**config.mk**
```make
export PLATFORM = sky130hd
export DESIGN_NAME = tilt_front
export DESIGN_NICKNAME = d
export VERILOG_FILES = /design/src/rtl/core/tilt_pkg.sv /design/src/rtl/core/tilt_front.sv
export SDC_FILE = /design/constraint.sdc
export NUM_CORES = 2
export LEC_CHECK = 0
export ABC_AREA = 1
export ABC_CLOCK_PERIOD_IN_PS = 3520
export BUFFER_PORTS_ARGS = -buffer_cell sky130_fd_sc_hd__buf_2
export CORE_ASPECT_RATIO = 0.5
export CORE_MARGIN = 4
export CORE_UTILIZATION = 60
export DETAILED_ROUTE_END_ITERATION = 7
export PLACE_DENSITY = 0.77
export SYNTH_ARGS = -nofsm -noshare
export SYNTH_HDL_FRONTEND = slang
export SYNTH_SLANG_ARGS = --single-unit
```
**constraint.sdc**
```tcl
create_clock -name clk -period 3.52 [get_ports clk]
set_input_delay 0.176 -clock clk [delete_from_list [all_inputs] [get_ports clk]]
set_output_delay 0.176 -clock clk [all_outputs]
set_load 0.1 [all_outputs]
```
**src/rtl/core/tilt_pkg.sv**
```systemverilog
package tilt_pkg;

    // Port field widths.
    localparam int SAMPLE_W = 16;
    localparam int AXIS_W   = 2;
    localparam int DEG_W    = 8;

    // Axis selector codes.
    localparam logic [AXIS_W-1:0] AXIS_Z    = 2'd0;
    localparam logic [AXIS_W-1:0] AXIS_X    = 2'd1;
    localparam logic [AXIS_W-1:0] AXIS_Y    = 2'd2;
    localparam logic [AXIS_W-1:0] AXIS_NONE = 2'd3;

    // Normalization: squared magnitudes live below 2^62 and are shifted up in
    // even steps until the larger one reaches 2^60.
    localparam int NORM_W      = 62;
    localparam int NORM_STEPS  = 5;
    localparam int NORM_SHIFT0 = 32;

    // Square root: one result bit per stage.
    localparam int ROOT_W     = 31;
    localparam int ROOT_STEPS = 31;
    localparam int REM_W      = ROOT_W + 2;
    localparam int LANES      = 2;
    localparam int LANE_NUM   = 0;
    localparam int LANE_DEN   = 1;

    // CORDIC vectoring datapath, angle in Q60 radians.
    localparam int VEC_W        = 35;
    localparam int ANG_W        = 64;
    localparam int CORDIC_STEPS = 34;
    localparam logic [ANG_W-1:0] QUARTER_PI_Q60 = 64'h0C90FDAA22168C23;

    // Degree scaling: floor((ang >> 20) * 9000 / (157 * 2^40)).
    localparam int TH_LO     = 20;
    localparam int TH_W      = 41;
    localparam int SCALE_W   = 14;
    localparam int PROD_W    = TH_W + SCALE_W;
    localparam int Q_LO      = 40;
    localparam int Q_W       = PROD_W - Q_LO;
    localparam int RECIP_W   = 14;
    localparam int EST_W     = Q_W + RECIP_W;
    localparam int RECIP_SHIFT = 21;
    localparam int EST_Q_W   = EST_W - RECIP_SHIFT;
    localparam int BACK_W    = 16;
    localparam logic [SCALE_W-1:0] DEG_SCALE = 14'd9000;
    localparam logic [RECIP_W-1:0] RECIP_157 = 14'd13357;
    localparam logic [BACK_W-1:0]  DIVISOR   = 16'd157;
    localparam logic [DEG_W-1:0]   DEG_MAX   = 8'd90;

    typedef enum logic [1:0] {
        KIND_ANGLE,
        KIND_ZERO,
        KIND_UNDEF,
        KIND_FULL
    } kind_t;

    typedef struct packed {
        logic  valid;
        kind_t kind;
        logic  neg;
    } side_t;

    typedef struct packed {
        logic signed [SAMPLE_W-1:0] accel_x;
        logic signed [SAMPLE_W-1:0] accel_y;
        logic signed [SAMPLE_W-1:0] accel_z;
        logic [AXIS_W-1:0]          axis_select;
    } tilt_request_t;

    typedef struct packed {
        logic signed [DEG_W-1:0] tilt_degrees;
        logic                    undefined_ratio;
    } tilt_result_t;

    // Arctangent table entry in Q60: pi/4 for step zero, otherwise the
    // alternating series for atan(2^-i) with each term truncated.
    function automatic logic [ANG_W-1:0] atan_q60(input int unsigned i);
        logic [ANG_W-1:0] sum;
        logic [ANG_W-1:0] term;
        int unsigned k;
        int unsigned e;
        int unsigned d;
        sum = '0;
        if (i == 0) begin
            return QUARTER_PI_Q60;
        end
        for (k = 0; i * (2 * k + 1) <= 60; k++) begin
            d    = 2 * k + 1;
            e    = 60 - i * d;
            term = (64'd1 << e) / 64'(d);
            if (k[0]) begin
                sum = sum - term;
            end
            else begin
                sum = sum + term;
            end
        end
        return sum;
    endfunction

endpackage

```
**src/rtl/core/tilt_front.sv**
```systemverilog
module tilt_front
    import tilt_pkg::*;
#(
    parameter int SAMPLE_BITS = 16
)
(
    input  logic                clk,
    input  logic                rst_n,
    input  logic                in_valid,
    input  tilt_request_t       request,
    output logic [NORM_W-1:0]   num,
    output logic [NORM_W-1:0]   den,
    output side_t               side_out
);

    localparam int EXT_W = (SAMPLE_BITS > SAMPLE_W) ? SAMPLE_BITS : SAMPLE_W;
    localparam int SQ_W  = 2 * SAMPLE_BITS;
    localparam int SUM_W = SQ_W + 1;

    logic [EXT_W-1:0]              x_ext;
    logic [EXT_W-1:0]              y_ext;
    logic [EXT_W-1:0]              z_ext;
    logic signed [SAMPLE_BITS-1:0] x_s;
    logic signed [SAMPLE_BITS-1:0] y_s;
    logic signed [SAMPLE_BITS-1:0] z_s;
    logic signed [SQ_W-1:0]        x_wide;
    logic signed [SQ_W-1:0]        y_wide;
    logic signed [SQ_W-1:0]        z_wide;

    logic [SQ_W-1:0]   xx_reg;
    logic [SQ_W-1:0]   yy_reg;
    logic [SQ_W-1:0]   zz_reg;
    logic [SQ_W-1:0]   xx_next;
    logic [SQ_W-1:0]   yy_next;
    logic [SQ_W-1:0]   zz_next;
    logic [AXIS_W-1:0] sel_reg;
    logic              xneg_reg;
    logic              yneg_reg;
    logic              zneg_reg;
    logic              v1_reg;

    logic [SUM_W-1:0]  num_sum;
    logic [SUM_W-1:0]  den_sum;
    logic              neg_sel;
    side_t             side_next;

    logic [NORM_W-1:0] nnum_reg [NORM_STEPS+1];
    logic [NORM_W-1:0] nden_reg [NORM_STEPS+1];
    side_t             side_reg [NORM_STEPS+1];

    // Only the low SAMPLE_BITS bits of a sample count, sign-extended from
    // the top one of them.
    always_comb
    begin
        x_ext   = EXT_W'($unsigned(request.accel_x));
        y_ext   = EXT_W'($unsigned(request.accel_y));
        z_ext   = EXT_W'($unsigned(request.accel_z));
        x_s     = signed'(x_ext[SAMPLE_BITS-1:0]);
        y_s     = signed'(y_ext[SAMPLE_BITS-1:0]);
        z_s     = signed'(z_ext[SAMPLE_BITS-1:0]);
        x_wide  = SQ_W'(x_s);
        y_wide  = SQ_W'(y_s);
        z_wide  = SQ_W'(z_s);
        xx_next = x_wide * x_wide;
        yy_next = y_wide * y_wide;
        zz_next = z_wide * z_wide;
    end

    always_ff @(posedge clk)
    begin
        xx_reg   <= xx_next;
        yy_reg   <= yy_next;
        zz_reg   <= zz_next;
        sel_reg  <= request.axis_select;
        xneg_reg <= x_s[SAMPLE_BITS-1];
        yneg_reg <= y_s[SAMPLE_BITS-1];
        zneg_reg <= z_s[SAMPLE_BITS-1];
    end

    always_ff @(posedge clk or negedge rst_n)
    begin
        if (!rst_n)
        begin
            v1_reg <= 1'b0;
        end
        else
        begin
            v1_reg <= in_valid;
        end
    end

    always_comb
    begin
        case (sel_reg)
            AXIS_Z:
            begin
                num_sum = SUM_W'(xx_reg) + SUM_W'(yy_reg);
                den_sum = SUM_W'(zz_reg);
                neg_sel = zneg_reg;
            end
            AXIS_X:
            begin
                num_sum = SUM_W'(xx_reg);
                den_sum = SUM_W'(yy_reg) + SUM_W'(zz_reg);
                neg_sel = xneg_reg;
            end
            AXIS_Y:
            begin
                num_sum = SUM_W'(yy_reg);
                den_sum = SUM_W'(xx_reg) + SUM_W'(zz_reg);
                neg_sel = yneg_reg;
            end
            default:
            begin
                num_sum = '0;
                den_sum = '0;
                neg_sel = 1'b0;
            end
        endcase

        side_next.valid = v1_reg;
        side_next.neg   = neg_sel;
        if (sel_reg == AXIS_NONE)
        begin
            side_next.kind = KIND_ZERO;
        end
        else if ((num_sum == '0) && (den_sum == '0))
        begin
            side_next.kind = KIND_UNDEF;
        end
        else if (num_sum == '0)
        begin
            side_next.kind = KIND_ZERO;
        end
        else if (den_sum == '0)
        begin
            side_next.kind = KIND_FULL;
        end
        else
        begin
            side_next.kind = KIND_ANGLE;
        end
    end

    always_ff @(posedge clk)
    begin
        nnum_reg[0] <= NORM_W'(num_sum);
        nden_reg[0] <= NORM_W'(den_sum);
    end

    always_ff @(posedge clk or negedge rst_n)
    begin
        if (!rst_n)
        begin
            side_reg[0] <= '0;
        end
        else
        begin
            side_reg[0] <= side_next;
        end
    end

    // Leading-zero search in halving even steps; the larger magnitude ends
    // with one of its top two bits set.
    for (genvar j = 0; j < NORM_STEPS; j++)
    begin : g_norm
        localparam int SH = NORM_SHIFT0 >> j;

        logic [NORM_W-1:0] lead;
        logic              can_shift;

        always_comb
        begin
            lead      = nnum_reg[j] | nden_reg[j];
            can_shift = (lead[NORM_W-1 -: SH] == '0);
        end

        always_ff @(posedge clk)
        begin
            nnum_reg[j+1] <= can_shift ? (nnum_reg[j] << SH) : nnum_reg[j];
            nden_reg[j+1] <= can_shift ? (nden_reg[j] << SH) : nden_reg[j];
        end

        always_ff @(posedge clk or negedge rst_n)
        begin
            if (!rst_n)
            begin
                side_reg[j+1] <= '0;
            end
            else
            begin
                side_reg[j+1] <= side_reg[j];
            end
        end
    end

    assign num      = nnum_reg[NORM_STEPS];
    assign den      = nden_reg[NORM_STEPS];
    assign side_out = side_reg[NORM_STEPS];

endmodule

```
# After elaboration in Yosys (flattened, before gate mapping)

Memories as Yosys holds them, arrays and structs flattened.
Index checks and enable logic that the tools add are counted.
Widths: inputs -> output; s select.

Flip-flop bits (word level): 126
Logic and storage cells: 68
Input bits: 53
Output and inout bits: 128
RAM bits: 744
Memories: 2

Bitwise operators: 5
Muxes and demuxes: 17
Add/subtract/negate cells: 3
Eq/ne operators: 3
Reductions and logical operators: 9
Multipliers: 3

Memory list:

| name     | depth | bits a word | read ports | clocked after memory_dff | wr ports | RTL line         | RTL |
|---|---|---|---|---|---|---|---|
| nden_reg | 6     | 62          | 6          | 0                        | 6        | tilt_front.sv:48 | `logic [NORM_W-1:0] nden_reg [NORM_STEPS+1];` |
| nnum_reg | 6     | 62          | 6          | 0                        | 6        | tilt_front.sv:47 | `logic [NORM_W-1:0] nnum_reg [NORM_STEPS+1];` |

Operators with widths:

| kind               | count |
|---|---|
| $mux 62            | 10 |
| $or 62x62->62      | 5 |
| $pmux 33 s3        | 2 |
| $add 32x32->33     | 3 |
| $mul 16x16->32     | 3 |
| $logic_not 33->1   | 2 |
| $logic_not 32->1   | 1 |
| $logic_not 16->1   | 1 |
| $logic_not 8->1    | 1 |
| $mux 2             | 4 |
| $eq 2x2->1 const B | 2 |
| $logic_not 2->1    | 2 |
| $logic_not 4->1    | 1 |
| $pmux 1 s3         | 1 |
| $eq 2x1->1 const B | 1 |
| $logic_and 1x1->1  | 1 |

# Depth between registers and ports, before layout

Depth after elaboration: 7
Gate-level depth with buffers: 27
Gate-level depth less buffers: 26

# Worst setup path before layout

Ideal clock, no wire load.

Kind: in2reg
Start: input request[19] (netlist bit)
End: register yy_reg[29]
Arrival time: 5.553 ns
Library setup time: 0.072 ns
Stages: 24
Buffers on the path: 2
Data required time: 3.448 ns
Slack: -2.104 ns
Path through: clkbuf_1 -> buf_1 -> nand2_1 -> inv_1 -> fa_1 -> fa_1 -> fa_1 -> fa_1 -> fa_1 -> inv_1 -> fa_1 -> inv_1 -> ha_1 -> nand2_1 -> nor2_1 -> inv_1 -> nor2_1 -> nand3_1 -> nand3_1 -> nand3_1 -> nand2_1 -> nand3_1 -> nand2_1 -> xor2_1

Longest elaborated chain between the ends: 1

Ends and longest elaborated chain:

| item                   | RTL line         | RTL |
|---|---|---|
| start: declaration     | tilt_front.sv:10 | `input tilt_request_t request,` |
| $mul 16x16->32         | tilt_front.sv:65 | `yy_next = y_wide * y_wide;` |
| net yy_next[29]        | tilt_front.sv:34 | `logic [SQ_W-1:0] yy_next;` |
| end signal: assignment | tilt_front.sv:72 | `yy_reg <= yy_next;` |
| end: declaration       | tilt_front.sv:31 | `logic [SQ_W-1:0] yy_reg;` |

The timed path passes the listed nets, and every way through them passes these cells.

# Final worst setup path

Start: input request[38] (netlist bit)
End: register xx_reg[19]

Longest elaborated chain between the ends: 1

Ends and longest elaborated chain:

| item                   | RTL line         | RTL |
|---|---|---|
| $mul 16x16->32         | tilt_front.sv:64 | `xx_next = x_wide * x_wide;` |
| net xx_next[19]        | tilt_front.sv:33 | `logic [SQ_W-1:0] xx_next;` |
| end signal: assignment | tilt_front.sv:71 | `xx_reg <= xx_next;` |
| end: declaration       | tilt_front.sv:30 | `logic [SQ_W-1:0] xx_reg;` |

The timed path passes the listed nets, and every way through them passes these cells.

==> impl_metrics.env <==
export IMPL_ys_seq_area_share_pct=28.7
export IMPL_synth_warnings=0
export IMPL_synthArstFlopShare_pct=3.09
export IMPL_fill_cells=5806
export IMPL_avgSynthCellArea_sq_um=7.98
export IMPL_synthMuxAreaShare_pct=0
export IMPL_ant_nets=0
export IMPL_crit_path_end_kind="register"
export IMPL_clockBufferDepth=3
export IMPL_yosys_area_share_simple_pct=18.4
export IMPL_clk_pin_slew_worst_paths_ns=0.06
export IMPL_clock_skew_ns=0.0450
export IMPL_synthTopCellsByArea="dfxtp_1 28%, fa_1 25%, nand2_1 13%"
export IMPL_hpwl_um=121000
export IMPL_dr_pass1_iters=6
export IMPL_n_antenna_cell=0
export IMPL_fmax_mhz=195
export IMPL_nets=9137
export IMPL_relSlewSlack_pct=23.0
export IMPL_worst_pin_slew_ns=1.16
export IMPL_synth_top_family_by_area="adder cells"
export IMPL_synth_cell_area_sq_um=56900
export IMPL_drive_gt1_share_pct=25.3
export IMPL_violations="setup timing"
export IMPL_finalCritPeriodShare_pct=146
export IMPL_synth_top_area_share_pct=27.6
export IMPL_final_common_cell="nand2_1"
export IMPL_whs_ns=0.0557
export IMPL_postSynthCellCount=7134
export IMPL_clkLatencyLatePin_ns=0.66
export IMPL_clock_sinks=809
export IMPL_die_h_um=226
export IMPL_synth_nets=8227
export IMPL_root_buffer="clkbuf_16"
export IMPL_layout_setup_ws_ns=-1.60
export IMPL_hold_violations=0
export IMPL_timing_final_crit_period_ns=5.12
export IMPL_core_area_sq_um=93500
export IMPL_die_area_sq_um=100000
export IMPL_status="finished with violations"
export IMPL_die_x_um=443
export IMPL_grt_max_degree=121
export IMPL_drc_errors=0
export IMPL_wl_per_cell_um=18.8
export IMPL_multi_input_area_sq_um=37200
export IMPL_first_global_vias=49200
export IMPL_ctsHtreeMaxLevel=3
export IMPL_grt_overflow_total=0
export IMPL_yosys_area_top_type="dfxtp_1"
export IMPL_ys_ff_latch=809
export IMPL_num_vias=49600
export IMPL_rsz0062_at_grt="yes"
export IMPL_io_buffer_count=180
export IMPL_synth_flop_cell="dfxtp_1"
export IMPL_final_cell_mix="1744 x nand2_1, 1542 x inv_1, 782 x dfxtp_1"
export IMPL_synthAdderAreaFrac_pct=32.1
export IMPL_synth_xor_area_share_pct=2.17
export IMPL_setup_violations=72
export IMPL_hold_path_class="input port to async pin"
export IMPL_gp_congestion=1.03
export IMPL_grt_pass1_wl_um=251000
export IMPL_grtUsageTotal_pct=31.4
export IMPL_synth_edf_count=0
export IMPL_crit_fanout=5
export IMPL_ys_types=49
export IMPL_initial_core_util_pct=60.8
export IMPL_dr_first_iter_drc_count=4254
export IMPL_wl_um=176000
export IMPL_ios=181
export IMPL_synth_compound_area_share_pct=5.55
export IMPL_rows=79
export IMPL_arrival_ns=5.64
export IMPL_maxCapViolCount=0
export IMPL_slew_violations=0
export IMPL_cts_buffers=69
export IMPL_antenna_found_initial=3
export IMPL_seqCellArea_sq_um=16300
export IMPL_area_growth_synth_to_final_pct=28.3
export IMPL_setup_tns_ns=-77.75
export IMPL_cts_tree="yes"
export IMPL_cp_start_kind="input port"
export IMPL_via_per_inst=5.30
export IMPL_crit_type="input port to register"
export IMPL_required_ns=4.04
==> per-layer routing <==
layer	global-route usage, %	share of wire, %	vias to the layer above
met4	9.98	5.3	6
met5	0	0.022	-
met2	53.9	47	2453
li1	-	-	22700
met1	41.6	39	23600
met3	4.51	8.8	785
==> cell usage after synthesis, types with 36 or more instances <==
cell type  instances
clkbuf_1         198
o21bai_1          55
nand3_1          157
xnor2_1           63
inv_1           1718
nand4_1           36
a21oi_1          144
ha_1             340
xor2_1            78
dfxtp_1          784
fa_1             700
nand2_1         1951
o21ai_0          307
nor2_1           328
==> worst paths after layout <==
check / startpoint / to / slack [ns] / cells after the start
worst min register to register: side_reg[6] / side_out[2] / 0.35 / 0
max in group asynchronous: rst_n / side_reg[15] / 3.12 / 2
worst max register to register: sel_reg[0] / side_reg[22] / 0.02 / 26
min in group clk: request[18] / yy_reg[0] / 0.08 / 3
worst min-delay path: rst_n / side_reg[4] / 0.06 / 2
worst max-delay path: request[38] / xx_reg[19] / -1.60 / 22
==> cells by family after synthesis <==
| group | count (synthesis) |
|---|---|
| compound gates | 572 |
| xor+xnor | 141 |
| fa+ha+maj | 1040 |
| buf+inv | 1960 |
| flops | 809 |
| simple gates | 2612 |
==> final cells by class <==
cell class	instances	share of cell area [%]
tap	1255	2.15
multi-input combinational	4365	51.0
inverter	1725	8.93
clock buffer	97	2.73
timing repair buffer	1074	12.5
clock inverter	23	0.363
sequential	809	22.4
==> worst max-delay path, cell delays in order <==
cell and delay [ns]:
buf_12 0.11, buf_6 0.11, nand2_4 0.08, inv_2 0.05, fa_1 0.58, inv_2 0.11
fa_1 0.53, fa_1 0.53, inv_2 0.05, fa_1 0.52, fa_1 0.61, inv_2 0.06
fa_1 0.55, inv_2 0.06, ha_4 0.26, a21oi_2 0.18, a21boi_4 0.28, nand3_2 0.15
a21oi_4 0.21, o21ai_2 0.11, buf_4 0.15, xor2_2 0.16
==> per-stage QoR <==
step | std cells | instance area (sq um) | setup slack (ns) | utilization, %
2_1_floorplan | 7134 | 59200 | -1.53 | -
3_3_place_gp | 9071 | 65700 | -1.84 | 70.2
3_5_place_dp | 9071 | 65700 | -1.93 | 70.2
4_1_cts | 9278 | 70800 | -1.02 | 75.7
5_1_grt | 9348 | 73000 | -1.82 | 78.0
6_report | 9348 | 73000 | -1.60 | 78.0
==> timing repair <==
action,in CTS,in global routing
gates resized for setup,571,447
pin swaps,266,282
buffers inserted,82,77
hold buffers,10,0
setup endpoints to repair,74,74
cloned,2,5
endpoints found under the hold margin,35,0
Power is left out: the tool's default activity adds up to more than one toggle a clock period on the data nets, which glitch-free logic cannot reach.
