===== src/rtl/core/tilt_pkg.sv =====
package tilt_pkg;

    // Port field widths.
    localparam int SAMPLE_W = 16;
    localparam int AXIS_W   = 2;
    localparam int DEG_W    = 8;

    // Axis selector codes.
    localparam logic [AXIS_W-1:0] AXIS_Z    = 2'd0;
    localparam logic [AXIS_W-1:0] AXIS_X    = 2'd1;
    localparam logic [AXIS_W-1:0] AXIS_Y    = 2'd2;
    localparam logic [AXIS_W-1:0] AXIS_NONE = 2'd3;

    // Normalization: squared magnitudes live below 2^62 and are shifted up in
    // even steps until the larger one reaches 2^60.
    localparam int NORM_W      = 62;
    localparam int NORM_STEPS  = 5;
    localparam int NORM_SHIFT0 = 32;

    // Square root: one result bit per stage.
    localparam int ROOT_W     = 31;
    localparam int ROOT_STEPS = 31;
    localparam int REM_W      = ROOT_W + 2;
    localparam int LANES      = 2;
    localparam int LANE_NUM   = 0;
    localparam int LANE_DEN   = 1;

    // CORDIC vectoring datapath, angle in Q60 radians.
    localparam int VEC_W        = 35;
    localparam int ANG_W        = 64;
    localparam int CORDIC_STEPS = 34;
    localparam logic [ANG_W-1:0] QUARTER_PI_Q60 = 64'h0C90FDAA22168C23;

    // Degree scaling: floor((ang >> 20) * 9000 / (157 * 2^40)).
    localparam int TH_LO     = 20;
    localparam int TH_W      = 41;
    localparam int SCALE_W   = 14;
    localparam int PROD_W    = TH_W + SCALE_W;
    localparam int Q_LO      = 40;
    localparam int Q_W       = PROD_W - Q_LO;
    localparam int RECIP_W   = 14;
    localparam int EST_W     = Q_W + RECIP_W;
    localparam int RECIP_SHIFT = 21;
    localparam int EST_Q_W   = EST_W - RECIP_SHIFT;
    localparam int BACK_W    = 16;
    localparam logic [SCALE_W-1:0] DEG_SCALE = 14'd9000;
    localparam logic [RECIP_W-1:0] RECIP_157 = 14'd13357;
    localparam logic [BACK_W-1:0]  DIVISOR   = 16'd157;
    localparam logic [DEG_W-1:0]   DEG_MAX   = 8'd90;

    typedef enum logic [1:0] {
        KIND_ANGLE,
        KIND_ZERO,
        KIND_UNDEF,
        KIND_FULL
    } kind_t;

    typedef struct packed {
        logic  valid;
        kind_t kind;
        logic  neg;
    } side_t;

    typedef struct packed {
        logic signed [SAMPLE_W-1:0] accel_x;
        logic signed [SAMPLE_W-1:0] accel_y;
        logic signed [SAMPLE_W-1:0] accel_z;
        logic [AXIS_W-1:0]          axis_select;
    } tilt_request_t;

    typedef struct packed {
        logic signed [DEG_W-1:0] tilt_degrees;
        logic                    undefined_ratio;
    } tilt_result_t;

    // Arctangent table entry in Q60: pi/4 for step zero, otherwise the
    // alternating series for atan(2^-i) with each term truncated.
    function automatic logic [ANG_W-1:0] atan_q60(input int unsigned i);
        logic [ANG_W-1:0] sum;
        logic [ANG_W-1:0] term;
        int unsigned k;
        int unsigned e;
        int unsigned d;
        sum = '0;
        if (i == 0) begin
            return QUARTER_PI_Q60;
        end
        for (k = 0; i * (2 * k + 1) <= 60; k++) begin
            d    = 2 * k + 1;
            e    = 60 - i * d;
            term = (64'd1 << e) / 64'(d);
            if (k[0]) begin
                sum = sum - term;
            end
            else begin
                sum = sum + term;
            end
        end
        return sum;
    endfunction

endpackage


===== src/rtl/core/tilt_scale.sv =====
module tilt_scale
    import tilt_pkg::*;
(
    input  logic                    clk,
    input  logic                    rst_n,
    input  logic signed [ANG_W-1:0] angle,
    input  side_t                   side_in,
    output tilt_result_t            result,
    output logic                    done
);

    logic [TH_W-1:0]    th40;
    logic [PROD_W-1:0]  prod_next;
    logic [PROD_W-1:0]  prod_reg;
    side_t              side_a_reg;

    logic [Q_W-1:0]     q_next;
    logic [Q_W-1:0]     q_reg;
    logic [EST_W-1:0]   est_full_next;
    logic [EST_W-1:0]   est_full_reg;
    side_t              side_b_reg;

    logic [EST_Q_W-1:0] est;
    logic [BACK_W-1:0]  back;
    logic [BACK_W-1:0]  rem;
    logic               bump;
    logic [DEG_W:0]     deg_raw;
    logic [DEG_W-1:0]   deg_sat;
    logic [DEG_W-1:0]   mag;
    tilt_result_t       result_next;
    tilt_result_t       result_reg;
    logic               done_reg;

    // A negative angle counts as zero.
    always_comb
    begin
        th40      = angle[ANG_W-1] ? '0 : angle[TH_LO+TH_W-1:TH_LO];
        prod_next = PROD_W'(th40) * PROD_W'(DEG_SCALE);
    end

    always_ff @(posedge clk)
    begin
        prod_reg <= prod_next;
    end

    // Divide by 157 through a reciprocal that undershoots by at most one.
    always_comb
    begin
        q_next        = prod_reg[PROD_W-1:Q_LO];
        est_full_next = EST_W'(q_next) * EST_W'(RECIP_157);
    end

    always_ff @(posedge clk)
    begin
        q_reg        <= q_next;
        est_full_reg <= est_full_next;
    end

    always_comb
    begin
        est     = est_full_reg[EST_W-1:RECIP_SHIFT];
        back    = BACK_W'(est) * DIVISOR;
        rem     = BACK_W'(q_reg) - back;
        bump    = (rem >= DIVISOR);
        deg_raw = (DEG_W+1)'(est) + (DEG_W+1)'(bump);
        deg_sat = (deg_raw > (DEG_W+1)'(DEG_MAX)) ? DEG_MAX : deg_raw[DEG_W-1:0];

        result_next.undefined_ratio = 1'b0;
        case (side_b_reg.kind)
            KIND_ANGLE:
            begin
                mag = deg_sat;
            end
            KIND_FULL:
            begin
                mag = DEG_MAX;
            end
            KIND_UNDEF:
            begin
                mag = '0;
                result_next.undefined_ratio = 1'b1;
            end
            default:
            begin
                mag = '0;
            end
        endcase
        result_next.tilt_degrees = side_b_reg.neg ? signed'(-mag) : signed'(mag);
    end

    always_ff @(posedge clk)
    begin
        result_reg <= result_next;
    end

    always_ff @(posedge clk or negedge rst_n)
    begin
        if (!rst_n)
        begin
            side_a_reg <= '0;
            side_b_reg <= '0;
            done_reg   <= 1'b0;
        end
        else
        begin
            side_a_reg <= side_in;
            side_b_reg <= side_a_reg;
            done_reg   <= side_b_reg.valid;
        end
    end

    assign result = result_reg;
    assign done   = done_reg;

endmodule


===== config.mk =====
export PLATFORM = sky130hd
export DESIGN_NAME = tilt_scale
export DESIGN_NICKNAME = d
export VERILOG_FILES = /design/src/rtl/core/tilt_pkg.sv /design/src/rtl/core/tilt_scale.sv
export SDC_FILE = /design/constraint.sdc
export NUM_CORES = 1
export LEC_CHECK = 0
export ABC_AREA = 1
export BUFFER_PORTS_ARGS = -buffer_cell sky130_fd_sc_hd__buf_2
export CAP_MARGIN = 20
export CELL_PAD_IN_SITES_DETAIL_PLACEMENT = 0
export CELL_PAD_IN_SITES_GLOBAL_PLACEMENT = 2
export CORE_UTILIZATION = 35
export DETAILED_ROUTE_END_ITERATION = 8
export PLACE_DENSITY = 0.88
export SETUP_SLACK_MARGIN = 0.3
export SYNTH_ARGS = -nofsm -noshare
export SYNTH_HDL_FRONTEND = slang
export SYNTH_SLANG_ARGS = --single-unit

===== constraint.sdc =====
create_clock -name clk -period 5.65 [get_ports clk]
set_clock_uncertainty 0.15 [all_clocks]
set_input_delay 1.695 -clock clk [delete_from_list [all_inputs] [get_ports clk]]
set_output_delay 1.695 -clock clk [all_outputs]
set_load 0.05 [all_outputs]

# Yosys cells after proc, flatten, opt, wreduce, memory -nomap -nowiden
# Cells that the tools add are included.
# op_classes
n_addsub,3
magnitude_cmp,2
eq_ne,2
mul,3
muxes,5
reduce_logical,1
# op_table
cell,count
multiplier 41 x 11 -> 52 bit (second input constant),1
two-way mux 41 bit,1
multiplier 15 x 14 -> 29 bit (second input constant),1
>= comparator 16 x 8 -> 1 bit (second input constant),1
multiplier 8 x 8 -> 16 bit (second input constant),1
two-way mux 8 bit,2
one-hot mux 8 bit (2 select lines),1
subtractor 15 x 16 -> 16 bit,1
adder 8 x 1 -> 9 bit,1
greater-than comparator 9 x 7 -> 1 bit (second input constant),1
negator 8 bit,1
== test 2 bit (second input constant),2
logical NOT 2 bit,1
two-way mux 1 bit,1
# word_totals
register_bits,114
elab_cells,28
out_inout_bits,10
input_bits,70

# Longest topological paths before layout
# Gate-level depths: netlist of run 1.
# logic_depth
ltp_word,9
depth_mapped,41

# Worst setup path after synthesis of run 1
# OpenSTA, ideal clock, no wires.
# synth_path
kind,input to register
from,input angle[63]
to,register prod_reg[48]
cell_stages,20
setup_slack_ns,-0.414
arrival_ns,5.801
required_time_ns,5.388
path_cell_list,clkbuf_1 buf_1 nor2_1 ha_1 ha_1 inv_1 fa_1 inv_1 fa_1 fa_1 ha_1 nand2_1 nor2_1 nand2_1 nor4_1 nand3b_1 nand3_1 nand2_1 nand3_1 nand2_1
# synth_between
elab_chain_cells,2
# synth_rtl
item,line,text
"start, declared",tilt_scale.sv:6,"input logic signed [ANG_W-1:0] angle,"
two-way mux 41 bit,tilt_scale.sv:37,th40 = angle[ANG_W-1] ? '0 : angle[TH_LO+TH_W-1:TH_LO];
multiplier 41 x 11 -> 52 bit,tilt_scale.sv:38,prod_next = PROD_W'(th40) * PROD_W'(DEG_SCALE);
net prod_next[48],tilt_scale.sv:13,logic [PROD_W-1:0] prod_next;
"end signal, assigned",tilt_scale.sv:43,prod_reg <= prod_next;
"end, declared",tilt_scale.sv:14,logic [PROD_W-1:0] prod_reg;
# The timed path passes the listed nets, and every way through them passes these cells.

# Final worst setup path of run 1
# layout_path
from,input angle[63]
to,register prod_reg[43]
# Same word-level chain as after synthesis.

==> summary.txt, run 1 <==
Critical path
  • Crit-path slowest cell: fa_2
  • CP arrival: 5.77 ns
  • Startpoint types: input port
  • Reg2reg end: result[5]$_DFF_P_
  • R2r setup slk: 0.04 ns
  • CP endpoint: prod_reg[43]$_DFF_P_
  • CP Class: input port to flop
  • Critical path's most frequent cell: ha_4
  • Worst setup EP type: flop
  • Crit. Startpoint: angle[63]
  • Crit path required time: 5.69 ns
  • R2R Path Start: est_full_reg[26]$_DFF_P_
  • CP Cell Sequence: buf_16 -> buf_12 -> buf_8 -> nor2_4 -> ha_4 -> ha_4 -> inv_2 -> fa_1 -> inv_2 -> fa_2 -> fa_1 -> ha_4 -> buf_12 -> a21oi_4 -> o21ai_2 -> a21oi_2 -> o21ai_1 -> nand2_1 -> nand3_2 -> xor2_2
  • CP max stage delay: 0.54 ns
  • R2R cell count: 32
  • Crit-path max FO: 6

Routing
  • Routed wire length: 40900 um
  • Vias: 13.5k
  • Drt drc: 0
  • Vias per std cell: 4.61
  • Wire length per cell: 13.9 um
  • Number of routed nets with antenna violations: 0
  • Iteration-0 DRC Markers: 339
  • First drt pass iteration count: 5

Floorplanning
  • Core Area: 43500 um2
  • Number of I/O pins: 80
  • Initial Utilization: 35.8%
  • Die ar.: 45300 um2
  • FP Rows: 76
  • Die Wd: 213 um
  • Die Height: 213 um

Timing
  • Worst-margin pin slew: 0.479 ns
  • Max Slew Vio Count: 0
  • Final WS setup: -0.0731 ns
  • Hold violation count in the final report: 0
  • Final Cycle Share: 101%
  • Min cycle time layout: 5.72 ns
  • Final setup viols: 8
  • Max_slew headroom: 68.0%
  • Unrepaired setup endpoints after global routing: true
  • Fmax: 0.175 GHz

Final layout
  • Fillers: 3990
  • Number of diodes: 0
  • Layout cells sized above 1: 37.7%
  • Fin util: 51.8%
  • Multi-input gate area: 15400 um2
  • Final net count: 2991
  • Flip-flop and latch area: 1180 um2
  • Max reg flops: 15
  • P&R area growth vs syn: 44.6%

Status
  • Status: finished, violations left
  • Failing checks: setup timing

Synthesis
  • Post-synth net total: 2628
  • Leading cell types by count after synthesis: inv_1 (558), ha_1 (396), nand2_1 (269)
  • Synth Flop Type: dfxtp_1
  • Synthesized area per cell: 7.85 um2
  • Top cell type's share of synthesized area: 31.9%
  • Yosys warns: 0
  • Number of synthesized flops with an enable pin: 0
  • Count leader, synth: inv_1
  • Post-synth cell types: 41
  • Cells after Synth: 1982
  • Cell area after synthesis: 15500 um2
  • Asr flop ratio synth: 16.1%
  • Largest area contributor in the netlist: ha_1
  • Synth Register Bits: 56
  • Most area-consuming cells after synthesis: ha_1 (32%), fa_1 (23%), inv_1 (13%)
  • Register area share after synthesis: 7.50%

Place
  • HPWL Detailed: 34700 um
  • Place WS: -0.611 ns
  • IO Port Bufs: 57
  • GP Congestion: 0.865

CTS
  • TritonCTS Buffers: 5
  • # H-tree levels: 2
  • Clock-pin slew on the worst setup and hold paths: 0.08 ns
  • Clk root buf: clkbuf_16
  • CTS tree: yes
  • CTS Sinks: 56
  • Worst-Skew Late Latency: 0.30 ns
  • Clock Path Buffers: 2

GRT
  • Grt met2 use: 35.3%
  • M1 GR Usage: 22.6%
  • Busiest grt layer: met2
  • Pin count of the biggest net entering global routing: 19
  • Vias in the first global route: 14.4k
  • First-pass GRT wire length: 66900 um
  • Global Route met3 Usage: 0.780%
  • GRT Residual Overflow: 0
  • GRT Total Usage: 18.3%
  • Initial antenna violation count: 0

Min path
  • Hold Path Class: flop to flop
  • Hold-critical path depth: 0

Job
  • Max_cap viols: 0
[layout make-up]
type,count,area share [%]
well taps,585,3.25
clock inverters,3,0.0890
flip-flops and latches,56,5.26
repair buffers,360,12.9
multi-input cells,1364,68.5
inverters,558,9.44
clock buffers,5,0.556
[stage by stage]
stage	setup TNS, ns	std cells	cell area, um2	hold WS, ns
2_1_floorplan	0	1982	16600	0.181
3_3_place_gp	-8.13	2825	19100	0.184
3_5_place_dp	-8.77	2825	19100	0.186
4_1_cts	-0.200	2888	20900	0.206
5_1_grt	-3.62	2931	22500	0.209
6_report	-0.222	2931	22500	0.202
[cell families (layout without fill, tap and decap cells)]
group           after synthesis  in the layout  synth area share [%]
compound gates              204            204                  7.35
xor+xnor                     24             24                  1.40
fa+ha+maj                   576            576                  55.0
buf+inv                     562            926                  13.6
flops                        56             56                  7.50
simple gates                560            560                  15.2
[routing by layer]
| metal | share of wire [%] | vias up |
|---|---|---|
| met5 | 0 | - |
| met2 | 53 | 97 |
| li1 | - | 6902 |
| met4 | 1.2 | 0 |
| met3 | 1.2 | 32 |
| met1 | 44 | 6482 |
[worst max-delay path, delay by kind of cell]
family	cells	cell delay (ns)
adders and majority gates	6	2.31
buffers and inverters	6	0.61
AOI/OAI and AO/OA	4	0.56
and+or+nand+nor	3	0.41
xor gates and xnor gates	1	0.19
[placed cells by master, fill, tap and decap left out, types with 6 or more instances in the layout]
master | netlist | routed
dfrtp_1 | 9 | 9
inv_1 | 558 | 486
o21ai_2 | 0 | 22
a21oi_2 | 0 | 33
a21oi_1 | 95 | 45
nand2_1 | 269 | 185
a21o_1 | 13 | 13
buf_4 | 0 | 256
buf_6 | 0 | 32
ha_4 | 0 | 99
xor2_1 | 20 | 15
nor2_2 | 4 | 28
nand3_1 | 66 | 46
nand2_4 | 0 | 36
buf_12 | 0 | 10
nor2_4 | 1 | 74
fa_2 | 0 | 20
ha_1 | 396 | 296
nand3_2 | 1 | 18
xor2_2 | 1 | 6
nand2_2 | 3 | 48
a21oi_4 | 1 | 18
nor3_1 | 21 | 13
dfxtp_1 | 47 | 39
fa_1 | 180 | 160
inv_2 | 0 | 64
nor2_1 | 161 | 64
o21ai_1 | 2 | 21
o21ai_0 | 62 | 19
inv_4 | 0 | 6
buf_2 | 0 | 56
nand4_1 | 20 | 20
[timing repair]
action                                  4_1_cts  5_1_grt
endpoints found under the setup margin       23       24
buffers inserted                             52       43
hold buffers                                  0        0
resized for setup                           263      287
gates cloned                                  3        0
pin swaps                                   171      300
[worst min-delay path by stage]
stage	start	endpoint	slack, ns
after detailed placement	side_a_reg[0]$_DFF_PN0_	side_b_reg[0]$_DFF_PN0_	0.19
after floorplan	side_b_reg[3]$_DFF_PN0_	done$_DFF_PN0_	0.18
after global placement	side_b_reg[3]$_DFF_PN0_	done$_DFF_PN0_	0.18
final	side_a_reg[3]$_DFF_PN0_	side_b_reg[3]$_DFF_PN0_	0.20
after CTS	side_a_reg[3]$_DFF_PN0_	side_b_reg[3]$_DFF_PN0_	0.21
after global routing	side_a_reg[2]$_DFF_PN0_	side_b_reg[2]$_DFF_PN0_	0.21
Power of run 1 is not shown: default switching activity piles up to over one toggle a cycle in this logic, so the estimate is an artifact.
==> run 2, diff against run 1 <==
--- a/config.mk
+++ b/config.mk
@@ -10,9 +10,9 @@
 export CAP_MARGIN = 20
 export CELL_PAD_IN_SITES_DETAIL_PLACEMENT = 0
 export CELL_PAD_IN_SITES_GLOBAL_PLACEMENT = 2
-export CORE_UTILIZATION = 35
+export CORE_UTILIZATION = 30
 export DETAILED_ROUTE_END_ITERATION = 8
-export PLACE_DENSITY = 0.88
+export PLACE_DENSITY = 0.79
 export SETUP_SLACK_MARGIN = 0.3
 export SYNTH_ARGS = -nofsm -noshare
 export SYNTH_HDL_FRONTEND = slang
==> summary.txt, run 2 (synthesis results as in run 1) <==
Final layout
  • Commonest non-fill, non-tap cell in the layout: inv_1
  • P&R area growth vs syn: 38.0%
  • Most frequent cells in the layout: inv_1 (511), ha_1 (317), buf_4 (267)
  • Layout cells sized above 1: 32.7% (-5.0 points)
  • Number of diodes: 0 (unchanged)
  • Max reg flops: 15 (unchanged)
  • Final Cell Area: 21500 um2 (-4.6%)
  • Final net count: 2977 (-0.47%)

CTS
  • Hold Buf Count CTS: 0 (unchanged)
  • Clk root buf: clkbuf_16
  • Worst-Skew Late Latency: 0.30 ns (about the same)
  • # H-tree levels: 2 (unchanged)
  • CTS tree: yes
  • CTS Sinks: 56 (unchanged)
  • Clock Path Buffers: 2 (unchanged)
  • TritonCTS Buffers: 5 (unchanged)
  • Clock-pin slew on the worst setup and hold paths: 0.08 ns (about the same)

Timing
  • Final WS setup: -0.0753 ns (-0.00225 ns)
  • Min cycle time layout: 5.73 ns (+0.00225 ns)
  • Worst hold slack: 0.203 ns (+0.00142 ns)
  • Fmax: 0.175 GHz (about the same)
  • Worst-margin pin slew: 0.459 ns (-0.0200 ns)
  • Unrepaired setup endpoints after global routing: true
  • Final Cycle Share: 101% (about the same)
  • Final setup viols: 6 (-2)
  • Max_slew headroom: 69.4% (+1.3 points)
  • Max Slew Vio Count: 0 (unchanged)
  • Hold violation count in the final report: 0 (unchanged)

Critical path
  • Crit-path max FO: 6 (unchanged)
  • CP Cell Sequence: buf_16 -> buf_16 -> buf_6 -> nor2_4 -> ha_4 -> ha_4 -> inv_2 -> fa_1 -> inv_1 -> fa_1 -> fa_1 -> ha_4 -> nand2_4 -> nor2_4 -> nand2_2 -> nor4_4 -> nand3b_1 -> nand3_4 -> nand2_4 -> nand2_2 -> nand2_1 -> nand2_2
  • Crit path required time: 5.74 ns (+0.05 ns)
  • Worst setup EP type: flop
  • CP Class: input port to flop
  • Crit-path slowest cell: fa_1
  • CP arrival: 5.82 ns (+0.05 ns)
  • Startpoint types: input port
  • CP max stage delay: 0.52 ns (-0.02 ns)

Floorplanning
  • Number of I/O pins: 80 (unchanged)
  • FP Rows: 83 (+9.2%)
  • Die ar.: 52700 um2 (+17%)
  • Initial Utilization: 30.3% (-5.5 points)
  • Die Wd: 230 um (+7.9%)
  • Die Height: 230 um (+7.9%)
  • Core Area: 51300 um2 (+18%)

Min path
  • Hold Path Class: flop to flop

Routing
  • Drt drc: 0 (unchanged)
  • Wire length per cell: 13.5 um (-3.0%)
  • Vias per std cell: 4.43 (-3.8%)
  • Routed wire length: 40700 um (-0.32%)
  • Iteration-0 DRC Markers: 405 (+19%)
  • First drt pass iteration count: 4 (-1)
  • Vias: 13.4k (-1.2%)
  • Number of routed nets with antenna violations: 0 (unchanged)

GRT
  • Pin count of the biggest net entering global routing: 19 (unchanged)
  • GRT Total Usage: 15.9% (-2.4 points)
  • GRT Residual Overflow: 0 (unchanged)
  • First-pass GRT wire length: 68900 um (+2.9%)
  • Vias in the first global route: 14.7k (+2.2%)
  • Initial antenna violation count: 0 (unchanged)

Status
  • Failing checks: setup timing
  • Status: finished, violations left

Job
  • Max_cap viols: 0 (unchanged)

Place
  • DP Area: 19300 um2 (+1.1%)
  • IO Port Bufs: 57 (unchanged)
  • HPWL Detailed: 36100 um (+4.1%)
  • Place WS: -0.725 ns (-0.114 ns)
  • GP Congestion: 0.863 (-0.18%)
[run 2: path summary, 6_finish.rpt]
path                                           from                      end  slack [ns]  cells past startpoint
max in group asynchronous                     rst_n  side_b_reg[2]$_DFF_PN0_        4.11                      1
min reg2reg                 side_a_reg[0]$_DFF_PN0_  side_b_reg[0]$_DFF_PN0_        0.20                      0
min                         side_a_reg[0]$_DFF_PN0_  side_b_reg[0]$_DFF_PN0_        0.20                      0
min in group asynchronous                     rst_n           done$_DFF_PN0_        1.07                      1
max                                       angle[63]     prod_reg[48]$_DFF_P_       -0.08                     22
max reg2reg                est_full_reg[26]$_DFF_P_        result[5]$_DFF_P_        0.05                     33
[run 2: area by class of cell]
type / count / area [um2]
Tap cell: 680 / 851
Fill cell: 5224 / 29800
Inverter: 558 / 2120
Sequential cell: 56 / 1190
Clock buffer: 6 / 150
Multi-Input combinational cell: 1364 / 14500
Clock inverter: 2 / 16.3
Timing Repair Buffer: 346 / 2600
[run 2: metal layers]
layer	GRT usage [%]	part of all wire [%]	up-vias
met1	19.4	45	6332
li1	-	-	6872
met3	0.794	1.0	41
met5	0	0	-
met4	3.13	1.7	0
met2	30.3	52	107
[run 2: what timing repair did]
| action | CTS | global route |
|---|---|---|
| gates cloned | 1 | 0 |
| endpoints found under the setup margin | 23 | 23 |
| pin swaps | 135 | 99 |
| gates resized for setup | 222 | 133 |
| setup buffers | 50 | 22 |
[run 2: stage by stage]
step	setup TNS [ns]	instances	utilization, %
after floorplan	0	1982	-
after global placement	-8.50	2931	37.7
after detailed placement	-8.99	2931	37.7
after CTS	-0.0473	2990	40.4
after global routing	-3.09	3012	41.8
final	-0.155	3012	41.8
[run 2: critical path, delay by kind of cell]
kind                       cells  cell delay, ns
buffers and inverters          5            0.47
and+or+nand+nor               11            1.34
adders and majority gates      6            2.30
Power of run 2 is left out for the same reason.
